File: config.mk
export PLATFORM = sky130hd
export DESIGN_NAME = cryg_queue
export DESIGN_NICKNAME = d
export VERILOG_FILES = /design/src/design/cryg_pkg.sv /design/src/design/cryg_queue.sv
export SDC_FILE = /design/constraint.sdc
export NUM_CORES = 1
export LEC_CHECK = 0
export BUFFER_PORTS_ARGS = -buffer_cell sky130_fd_sc_hd__buf_2
export CAP_MARGIN = 20
export CORE_ASPECT_RATIO = 0.75
export CORE_MARGIN = 8
export CORE_UTILIZATION = 45
export DETAILED_ROUTE_END_ITERATION = 7
export GPL_TIMING_DRIVEN = 0
export HOLD_SLACK_MARGIN = 0.03
export MAX_ROUTING_LAYER = met4
export PLACE_DENSITY_LB_ADDON = 0.25
export RECOVER_POWER = 50
export SYNTH_ARGS = -nofsm -noshare
export SYNTH_HDL_FRONTEND = slang
export SYNTH_SLANG_ARGS = --single-unit
export TNS_END_PERCENT = 5
File: constraint.sdc
create_clock -name i_clk -period 2.3 [get_ports i_clk]
set_input_delay 0.46 -clock i_clk [delete_from_list [all_inputs] [get_ports i_clk]]
set_output_delay 0.46 -clock i_clk [all_outputs]
set_load 0.1 [all_outputs]
File: src/design/cryg_pkg.sv
// shared types, constants and helpers of the camera ray generator
package cryg_pkg;

    localparam int COORD_FRAC_BITS = 4;
    localparam int VEC_FRAC_BITS   = 12;

    localparam int VEC_W      = 21;
    localparam int BND_W      = 16;
    localparam int DIM_W      = 13;
    localparam int DIR_W      = 14;
    localparam int PIX_W      = 16;
    localparam int CFG_DATA_W = 64;
    localparam int CFG_IDX_W  = 3;
    localparam int SAT_IN_W   = 48;

    // front: offset = lo + floor((2*span*p + den) / (2*den)), den = n << frac
    localparam int FR_PROD_W  = BND_W + 1 + PIX_W + 1;
    localparam int FR_NUM_S_W = FR_PROD_W + 2;
    localparam int FR_NUM_W   = FR_NUM_S_W - 1;
    localparam int FR_DEN_W   = DIM_W + COORD_FRAC_BITS + 1;
    localparam int FR_Q_W     = 31;

    // back: direction sum, normalization, root and final divide
    localparam int PROD_W      = 2 * VEC_W;
    localparam int SUM_W       = PROD_W + 2;
    localparam int NRM_W       = 64;
    localparam int MAG_W       = 30;
    localparam int SQ_W        = 2 * MAG_W;
    localparam int SS_W        = SQ_W + 2;
    localparam int SQRT_W      = 64;
    localparam int SQRT_STEPS  = 32;
    localparam int ROOT_W      = 32;
    localparam int DNUM_W      = MAG_W + VEC_FRAC_BITS + 2;
    localparam int DDEN_W      = ROOT_W + 1;
    localparam int DQ_W        = 14;

    localparam int QUEUE_DEPTH = 4;
    localparam int QUEUE_PTR_W = 2;

    localparam logic [3*VEC_W-1:0] AXIS_U_RESET = (3*VEC_W)'(1) << VEC_FRAC_BITS;
    localparam logic [3*VEC_W-1:0] AXIS_V_RESET = (3*VEC_W)'(1) << (VEC_FRAC_BITS + VEC_W);
    localparam logic [3*VEC_W-1:0] AXIS_W_RESET = (3*VEC_W)'(1) << (VEC_FRAC_BITS + 2*VEC_W);

    typedef enum logic [CFG_IDX_W-1:0] {
        REG_CAM_POSITION    = 3'd0,
        REG_AXIS_RIGHT      = 3'd1,
        REG_AXIS_UP         = 3'd2,
        REG_AXIS_BACK       = 3'd3,
        REG_VIEWPORT_BOUNDS = 3'd4,
        REG_IMAGE_SIZE      = 3'd5,
        REG_RAY_RANGE       = 3'd6,
        REG_ORTHO_MODE      = 3'd7
    } t_cfg_index;

    typedef struct packed {
        logic [2:0][VEC_W-1:0] pos;
        logic [2:0][VEC_W-1:0] ax_u;
        logic [2:0][VEC_W-1:0] ax_v;
        logic [2:0][VEC_W-1:0] ax_w;
        logic [3:0][BND_W-1:0] bounds;   // left, right, bottom, top
        logic [DIM_W-1:0]      height;
        logic [DIM_W-1:0]      width;
        logic [VEC_W-1:0]      far_d;
        logic [VEC_W-1:0]      near_d;
        logic                  ortho;
    } t_cfg;

    typedef struct packed {
        logic signed [VEC_W-1:0] u;
        logic signed [VEC_W-1:0] v;
        logic                    oor;
    } t_offset;

    typedef struct packed {
        logic [2:0][VEC_W-1:0] org;
        logic [2:0][DIR_W-1:0] dir;
        logic                  oor;
    } t_ray;

    function automatic logic signed [VEC_W-1:0] sat_vec(input logic signed [SAT_IN_W-1:0] x);
        logic signed [SAT_IN_W-1:0] hi;
        logic signed [SAT_IN_W-1:0] lo;
        hi = (SAT_IN_W'(1) <<< (VEC_W - 1)) - SAT_IN_W'(1);
        lo = -(SAT_IN_W'(1) <<< (VEC_W - 1));
        if (x > hi) begin
            return hi[VEC_W-1:0];
        end else if (x < lo) begin
            return lo[VEC_W-1:0];
        end
        return x[VEC_W-1:0];
    endfunction

endpackage

File: src/design/cryg_queue.sv
// short fifo between front end and back end
module cryg_queue (
    input  logic              i_clk,
    input  logic              i_rst_n,
    input  logic              i_push,
    input  cryg_pkg::t_offset i_data,
    output logic              o_full,
    input  logic              i_pop,
    output logic              o_valid,
    output cryg_pkg::t_offset o_data
);

    localparam int DEPTH = cryg_pkg::QUEUE_DEPTH;
    localparam int PW    = cryg_pkg::QUEUE_PTR_W;

    cryg_pkg::t_offset r_mem [DEPTH];
    logic [PW-1:0]     r_wr, r_rd;
    logic [PW:0]       r_cnt;

    always_ff @(posedge i_clk) begin
        if (!i_rst_n) begin
            r_wr  <= '0;
            r_rd  <= '0;
            r_cnt <= '0;
        end else begin
            if (i_push) begin
                r_wr <= r_wr + PW'(1);
            end
            if (i_pop) begin
                r_rd <= r_rd + PW'(1);
            end
            if (i_push && !i_pop) begin
                r_cnt <= r_cnt + (PW+1)'(1);
            end else if (!i_push && i_pop) begin
                r_cnt <= r_cnt - (PW+1)'(1);
            end
        end
    end

    always_ff @(posedge i_clk) begin
        if (i_push) begin
            r_mem[r_wr] <= i_data;
        end
    end

    assign o_full  = (r_cnt == (PW+1)'(DEPTH));
    assign o_valid = (r_cnt != '0);
    assign o_data  = r_mem[r_rd];

endmodule

# Yosys cells after proc, flatten, opt, wreduce, memory -nomap -nowiden
# Memories as Yosys holds them, arrays and structs flattened. A register that Yosys moved wholly into a read port is not among the register bits.
# Index checks and enable logic that the tools add are counted.
op_classes:
  add_sub_neg: 4
  eq_ne: 1
  n_mux: 6
  reduce_logical: 6
op_table:
  columns: ["operator", "count"]
  rows:
  - ["2-to-1 mux 3 bit", 2]
  - ["adder 2 x 1 -> 2 bit, second input constant", 2]
  - ["2-to-1 mux 2 bit", 2]
  - ["adder 3 x 1 -> 3 bit, second input constant", 1]
  - ["== test 3 bit, second input constant", 1]
  - ["nonzero test 3 bit", 1]
  - ["subtractor 3 x 1 -> 3 bit, second input constant", 1]
  - ["logical AND 1 bit", 2]
  - ["logical NOT 1 bit", 2]
  - ["2-to-1 mux 1 bit", 2]
  - ["nonzero test 2 bit", 1]
word_totals:
  reg_bits: 7
  mem_bits_rw: 172
  input_bits: 47
  out_inout_bits: 45
  wordCells: 21
  mem_count: 1
memory_table:
  columns: ["memory", "depth", "word_bits", "read_ports", "rd_clocked_by_memory_dff", "write_ports", "line", "source"]
  rows:
  - ["r_mem", 4, 43, 1, 1, 1, "cryg_queue.sv:16", "cryg_pkg::t_offset r_mem [DEPTH];"]

# Depth between registers and ports, before layout
# Gate-level depths: netlist (run 1).
logic_depth:
  depth_word: 4
  mapped_depth: 7
  ltp_nobuf: 7

# Worst setup path before layout (run 1)
# OpenSTA, ideal clock, no wires.
synth_path:
  kind: "register to output"
  startpoint: "register r_cnt[0]"
  endpoint: "output port o_full"
  arrival_ns: 2.549
  t_required_ns: 1.840
  path_slack_ns: -0.709
  stages_incl_launch_ff: 2
  path_buffers: 0
  path_cell_list: "dfxtp_1 nor3b_1"
synth_between:
  elab_chain_cells: 1
synth_rtl:
  columns: ["item", "line", "source"]
  rows:
  - ["from (decl)", "cryg_queue.sv:18", "logic [PW:0] r_cnt;"]
  - ["from (signal assigned)", "cryg_queue.sv:33", "r_cnt <= r_cnt + (PW+1)'(1);"]
  - ["from (signal assigned)", "cryg_queue.sv:35", "r_cnt <= r_cnt - (PW+1)'(1);"]
  - ["== test 3 bit", "cryg_queue.sv:46", "assign o_full = (r_cnt == (PW+1)'(DEPTH));"]
  - ["to (decl)", "cryg_queue.sv:7", "output logic o_full,"]
# Every way passes these cells.

==> metrics, run 1 <==
Worst Hold Class=in -> reg; Vias/cell=between 5 and 6; Slew Limit Fails=0; Initial Util=0.462; post-synth net total=around 320; RSZ-0062 raised after global routing=true; final core occ=0.582; first-pass GRT wire length=approximately 19000 um; post-synth top area cell=edfxtp_1; setup bufs post-CTS=0; share of cells above drive strength 1=0.344; sequential share of the synthesized area=0.797; Synthesis Warnings=0; IO Count=92; Period minus WS final=around 2.3 ns; grt total ovfl=0; violated checks=setup timing; Die Y=around 120 um; full die area=19100 um2; Finished Layout Cells=about 600; Avg Inst Size Synth=25.0 um2; drt drc=0; core area=14500 um2; drt first pass iters=4; DR vias=between 3000 and 4000; CTS tree=built; top post-synthesis cells by area=edfxtp_1, mux4_2, dfxtp_1, buf_12, mux4_1; Leak=roughly 2.8 nW; routed wire length=approximately 12000 um; Mapped Area=approximately 6700 um2; vias in the first global route=about 3300; Row Count=38; initial drt markers=around 160; largest net degree at the start of global routing=29; initial antenna violation count=0; Power Dens Cells=992 nW/um2; placed cells=between 500 and 600; Die Wd=157 um; Crit path required time=roughly 1.8 ns; clk slew on worst S/H paths=about 0.06 ns; Port-buffer cells=a little over 90; status=complete, but fails checks; critical path startpoint category=flip-flop; Post-DP HPWL=around 7600 um; Worst Setup End Kind=output port; RD Place Congestion=about 0.66; top cell type's share of synthesized area=0.770; crit share post-route=1.00; Area Overhead vs Synth=25.9%; number of distinct library cells after synthesis=21; Max VDD drop=around 0.57 mV; Slew HR=0.562; hold buffer count at cts=0; Hold WS=about 0.3 ns; maximum level of the CTS H-tree=4; maxcap violations=0; Diodes inserted=0; Cells after Synth=between 200 and 300; FMAX=434 MHz; fin worst setup slack=-0.00209 ns; clk sinks=181; worst-skew pair later-pin latency=about 0.42 ns; post-route ant nets=0; register bit total from synthesis=181; critical path type=reg -> out; final hold violation count=0; endpoints failing setup=2; drt wl/cell=20.6 um; Clock Skew=between 0.01 and 0.015 ns; worst-path fanout max=7; Overall Power=8.38 mW; Arr. time, crit path=between 1.5 and 2 ns; largest buffer count on any clock path=2; number of buffers created by CTS=17; Root Buffer=clkbuf_16; Tightest Pin Transition=between 0.6 and 0.7 ns; Net count, final=approximately 440; Total Routing Usage GR=0.139
==> worst paths after layout <==
kind | from | to | slack [ns] | depth (start not counted)
max | flip-flop | o_data[21] | -0.002 | 4
max reg2reg | r_wr[0] | r_mem[2][42] | 0.53 | 4
min | i_data[5] | r_mem[1][5] | 0.30 | 1
min reg2reg | r_cnt[2] | r_cnt[2] | 0.52 | 2
==> cells by family after synthesis <==
logic type                 synth area share
AOI/OAI and AO/OA                   0.00187
xor gates and xnor gates            0.00653
adders and majority gates            0.0123
buffers and inverters                0.0194
DFF                                   0.797
muxes                                 0.149
and+or+nand+nor                      0.0138
==> layer usage <==
layer	track usage	vias up	routed length, um
met3	0.0432	12	556
met5	-	-	0
li1	-	1363	-
met4	0.0485	0	151
met2	0.203	73	5830
met1	0.184	1615	5770
==> final cells by class <==
type	count	area [um2]
timing repair buffer	100	911
tap	200	250
fill	1088	6060
sequential	181	5350
clock buffer	19	433
buffer	9	130
inverter	4	15.0
multi-input combinational	73	1240
clock inverter	12	114
==> per-stage QoR <==
stage	instance area, um2	worst slack, ns	TNS, ns
after floorplan	6710	0.276	0
after global placement	7420	-0.648	-108.83
after detailed placement	7500	0.146	0
after CTS	8310	-0.0442	-0.700
after global routing	8440	-0.0628	-1.71
final	8440	-0.00209	-0.00284
==> critical path, stage by stage (launching register included) <==
cell and delay [ns]:
dfxtp_4 0.37, buf_12 0.16, buf_12 0.14, mux4_2 0.54, buf_8 0.20
==> sequential cells by signal (all words and copies together) (netlist names), named ones only <==
| signal | count |
|---|---|
| r_mem | 172 |
| r_cnt | 3 |
| r_rd | 2 |
| r_wr | 2 |
==> what timing repair did <==
action,CTS,global route
resized for setup,86,18
pin swaps,0,0
gates cloned,0,5
endpoints found under the setup margin,42,41
==> synthesized netlist by cell type <==
library cell,number
edfxtp_1,172
mux4_2,40
and2_1,9
dfxtp_1,9
ha_1,5
buf_12,4
buf_2,4
inv_1,4
mux4_1,3
xor2_1,3
mux2i_1,2
nor2b_1,2
or3_1,2
xnor2_1,2
a21boi_0,1
buf_6,1
clkbuf_1,1
fa_1,1
nand2_1,1
nor3b_1,1
o21ai_0,1
==> cells in the final DEF, fill, tap and decap left out, types with 4 or more instances in the layout <==
cell,count
buf_8,8
ha_1,5
mux4_2,40
dfxtp_1,7
and2_2,4
buf_6,30
buf_2,4
edfxtp_1,172
clkbuf_1,46
inv_1,4
buf_12,11
buf_4,6
clkinv_1,4
clkbuf_16,22
==> power by group <==
part / internal (mW) / switching [mW]
sequential: 3.78 / 0.0495
combinational: 0.563 / 1.29
clock: 1.57 / 1.13
No activity file was read; power rests on OpenSTA's default activity.
==> run 2, diff against run 1 <==
--- a/config.mk
+++ b/config.mk
@@ -7,7 +7,6 @@
 export LEC_CHECK = 0
 export BUFFER_PORTS_ARGS = -buffer_cell sky130_fd_sc_hd__buf_2
 export CAP_MARGIN = 20
-export CORE_ASPECT_RATIO = 0.75
 export CORE_MARGIN = 8
 export CORE_UTILIZATION = 45
 export DETAILED_ROUTE_END_ITERATION = 7
==> constraint.sdc (replaced) <==
create_clock -name i_clk -period 2.3 [get_ports i_clk]
set_input_delay 0.46 -clock i_clk [delete_from_list [all_inputs] [get_ports i_clk]]
set_output_delay 0.46 -clock i_clk [all_outputs]
set_load 0.02 [all_outputs]
==> run 2 against run 1 <==
The run now ends clean. Clock skew decreased by 0.0028 ns. Die area decreased by 0.21%. Wire length decreased by 4.8%. Sequential share of layout area increased by 3.3 points. Core utilization decreased by 3.1 points. Via count decreased by 1.5%. Setup slack improved by 0.075 ns. Final area decreased by 5.1%. Critical endpoint is now o_data[35]. Largest cell class unchanged.
==> metrics, run 2 (same netlist as run 1, synthesis figures left out) <==
status=complete, no violations; Arr. time, crit path=1.77 ns; Post-DP HPWL=between 7000 and 8000 um; RSZ-0062 raised after global routing=true; final hold violation count=0; Clock Skew=about 0.0089 ns; commonest non-fill, non-tap cell in the layout=edfxtp_1; DR vias=slightly above 3000; Reg with most FFs=r_mem; clk sinks=181; full die area=19100 um2; grt total ovfl=0; largest registers=r_mem (172), r_cnt (3); crit share post-route=0.968; Max VDD drop=about 0.50 mV; Net count, final=between 400 and 500; FF-to-FF End=r_mem[0][11]; Slew Limit Fails=0; Initial Util=0.461; CP top delay family=buffers and inverters; Port-buffer cells=just over 90; critical path, cell by cell=buf_6 -> buf_12 -> mux4_2 -> buf_2; most frequent cells in the layout=edfxtp_1, clkbuf_1, buf_2; maximum level of the CTS H-tree=4; post-route ant nets=0; first-pass GRT wire length=~18000 um; critical path startpoint category=flip-flop; CP peak stage delay=approximately 0.52 ns; endpoints failing setup=0; largest net degree at the start of global routing=27; Worst Setup End Kind=output port; Leak=about 2.6 nW; number of buffers created by CTS=17; largest buffer count on any clock path=2; Total Routing Usage GR=0.131; Overall Power=about 7.4 mW; drt wl/cell=20.2 um; worst-skew pair later-pin latency=0.42 ns; Slew HR=0.340; core area=around 15000 um2; r2r startpoint=r_wr[0]; vias in the first global route=approximately 3400; Die Wd=about 140 um; Period minus WS final=2.23 ns; IO Count=just over 90; Buf/Inv on CP=3; drt drc=0; Root Buffer=clkbuf_16; Worst R2R Setup Slack=between 0.3 and 0.4 ns; initial antenna violation count=1; Die Y=approximately 140 um; CTS tree=built; maxcap violations=0; Tightest Pin Transition=0.990 ns; routed wire length=around 12000 um; critical path type=reg -> out; Worst Hold Class=in -> reg; Fillers=roughly 1200; Slowest-stage cell, CP=mux4_2; RD Place Congestion=about 0.66; max reg flops=172; FMAX=449 MHz; Worst Hold Launch=i_data[32]; share of cells above drive strength 1=0.327; drt first pass iters=4; clk slew on worst S/H paths=roughly 0.07 ns; Hold WS=between 0.2 and 0.3 ns; hold buffer count at cts=0; Hold Path Depth=1; Hold EP=r_mem[1][32]; initial drt markers=190; Row Count=44; Crit path required time=about 1.8 ns; Worst Reg-to-Reg Cells=4; Vias/cell=about 5.2; Power Dens Cells=926 nW/um2; worst-path fanout max=10; Area Overhead vs Synth=19.5%
## run 2: through the flow
step	util	instances	TNS, ns	cell area, um2	setup WS, ns
finish	0.552	580	0	8020	0.0729
global route	0.552	580	-0.0160	8020	-0.00909
CTS	0.554	578	0	8050	0.00367
detailed placement	0.514	547	0	7480	0.295
global placement	0.509	543	-115.14	7390	-0.689
floorplan	-	268	0	6710	0.319
## run 2: worst max-delay path by stage
stage	endpoint	slack (ns)	start	cells past startpoint
finish	o_data[35]	0.07	flip-flop	4
global route	o_data[25]	-0.009	flip-flop	4
CTS	o_data[23]	0.004	flip-flop	4
detailed placement	r_cnt[2]	0.29	i_push	7
global placement	r_mem[2][15]	-0.69	i_push	2
floorplan	r_mem[2][0]	0.32	r_wr[0]	3
## run 2: layout make-up
cell class	instances	area (um2)	share of cell area
Clock inverter	7	98.8	0.0123
Tap cell	184	230	0.0287
Antenna cell	1	2.50	0.000312
Buffer	9	121	0.0151
Multi-Input combinational cell	73	1230	0.154
Clock buffer	25	465	0.0581
Timing Repair Buffer	96	503	0.0627
Inverter	4	15.0	0.00187
Sequential cell	181	5350	0.667
## run 2: power by group
part           internal [mW]  total [mW]  switching (mW)
Sequential              3.78        3.83          0.0460
Combinational          0.367       0.843           0.475
Clock                   1.63        2.75            1.12
Total                   5.78        7.42            1.64
## run 2: what timing repair did
action                                 4_1_cts  5_1_grt
gates resized for setup                      4        5
setup endpoints to repair                   40       10
buffers inserted                             0        1
endpoints found under the hold margin        0        0
## run 2: worst register-to-register path, stage by stage, from the launching register on
cell and delay (ns):
dfxtp_1 0.36, inv_1 0.09, ha_1 0.14, and2_1 0.78
buf_12 0.30
## run 2: layer usage
layer,global-route usage,wire length [um]
met2,0.201,5880
met1,0.159,5150
met5,-,0
met4,0.0498,138
met3,0.0449,541
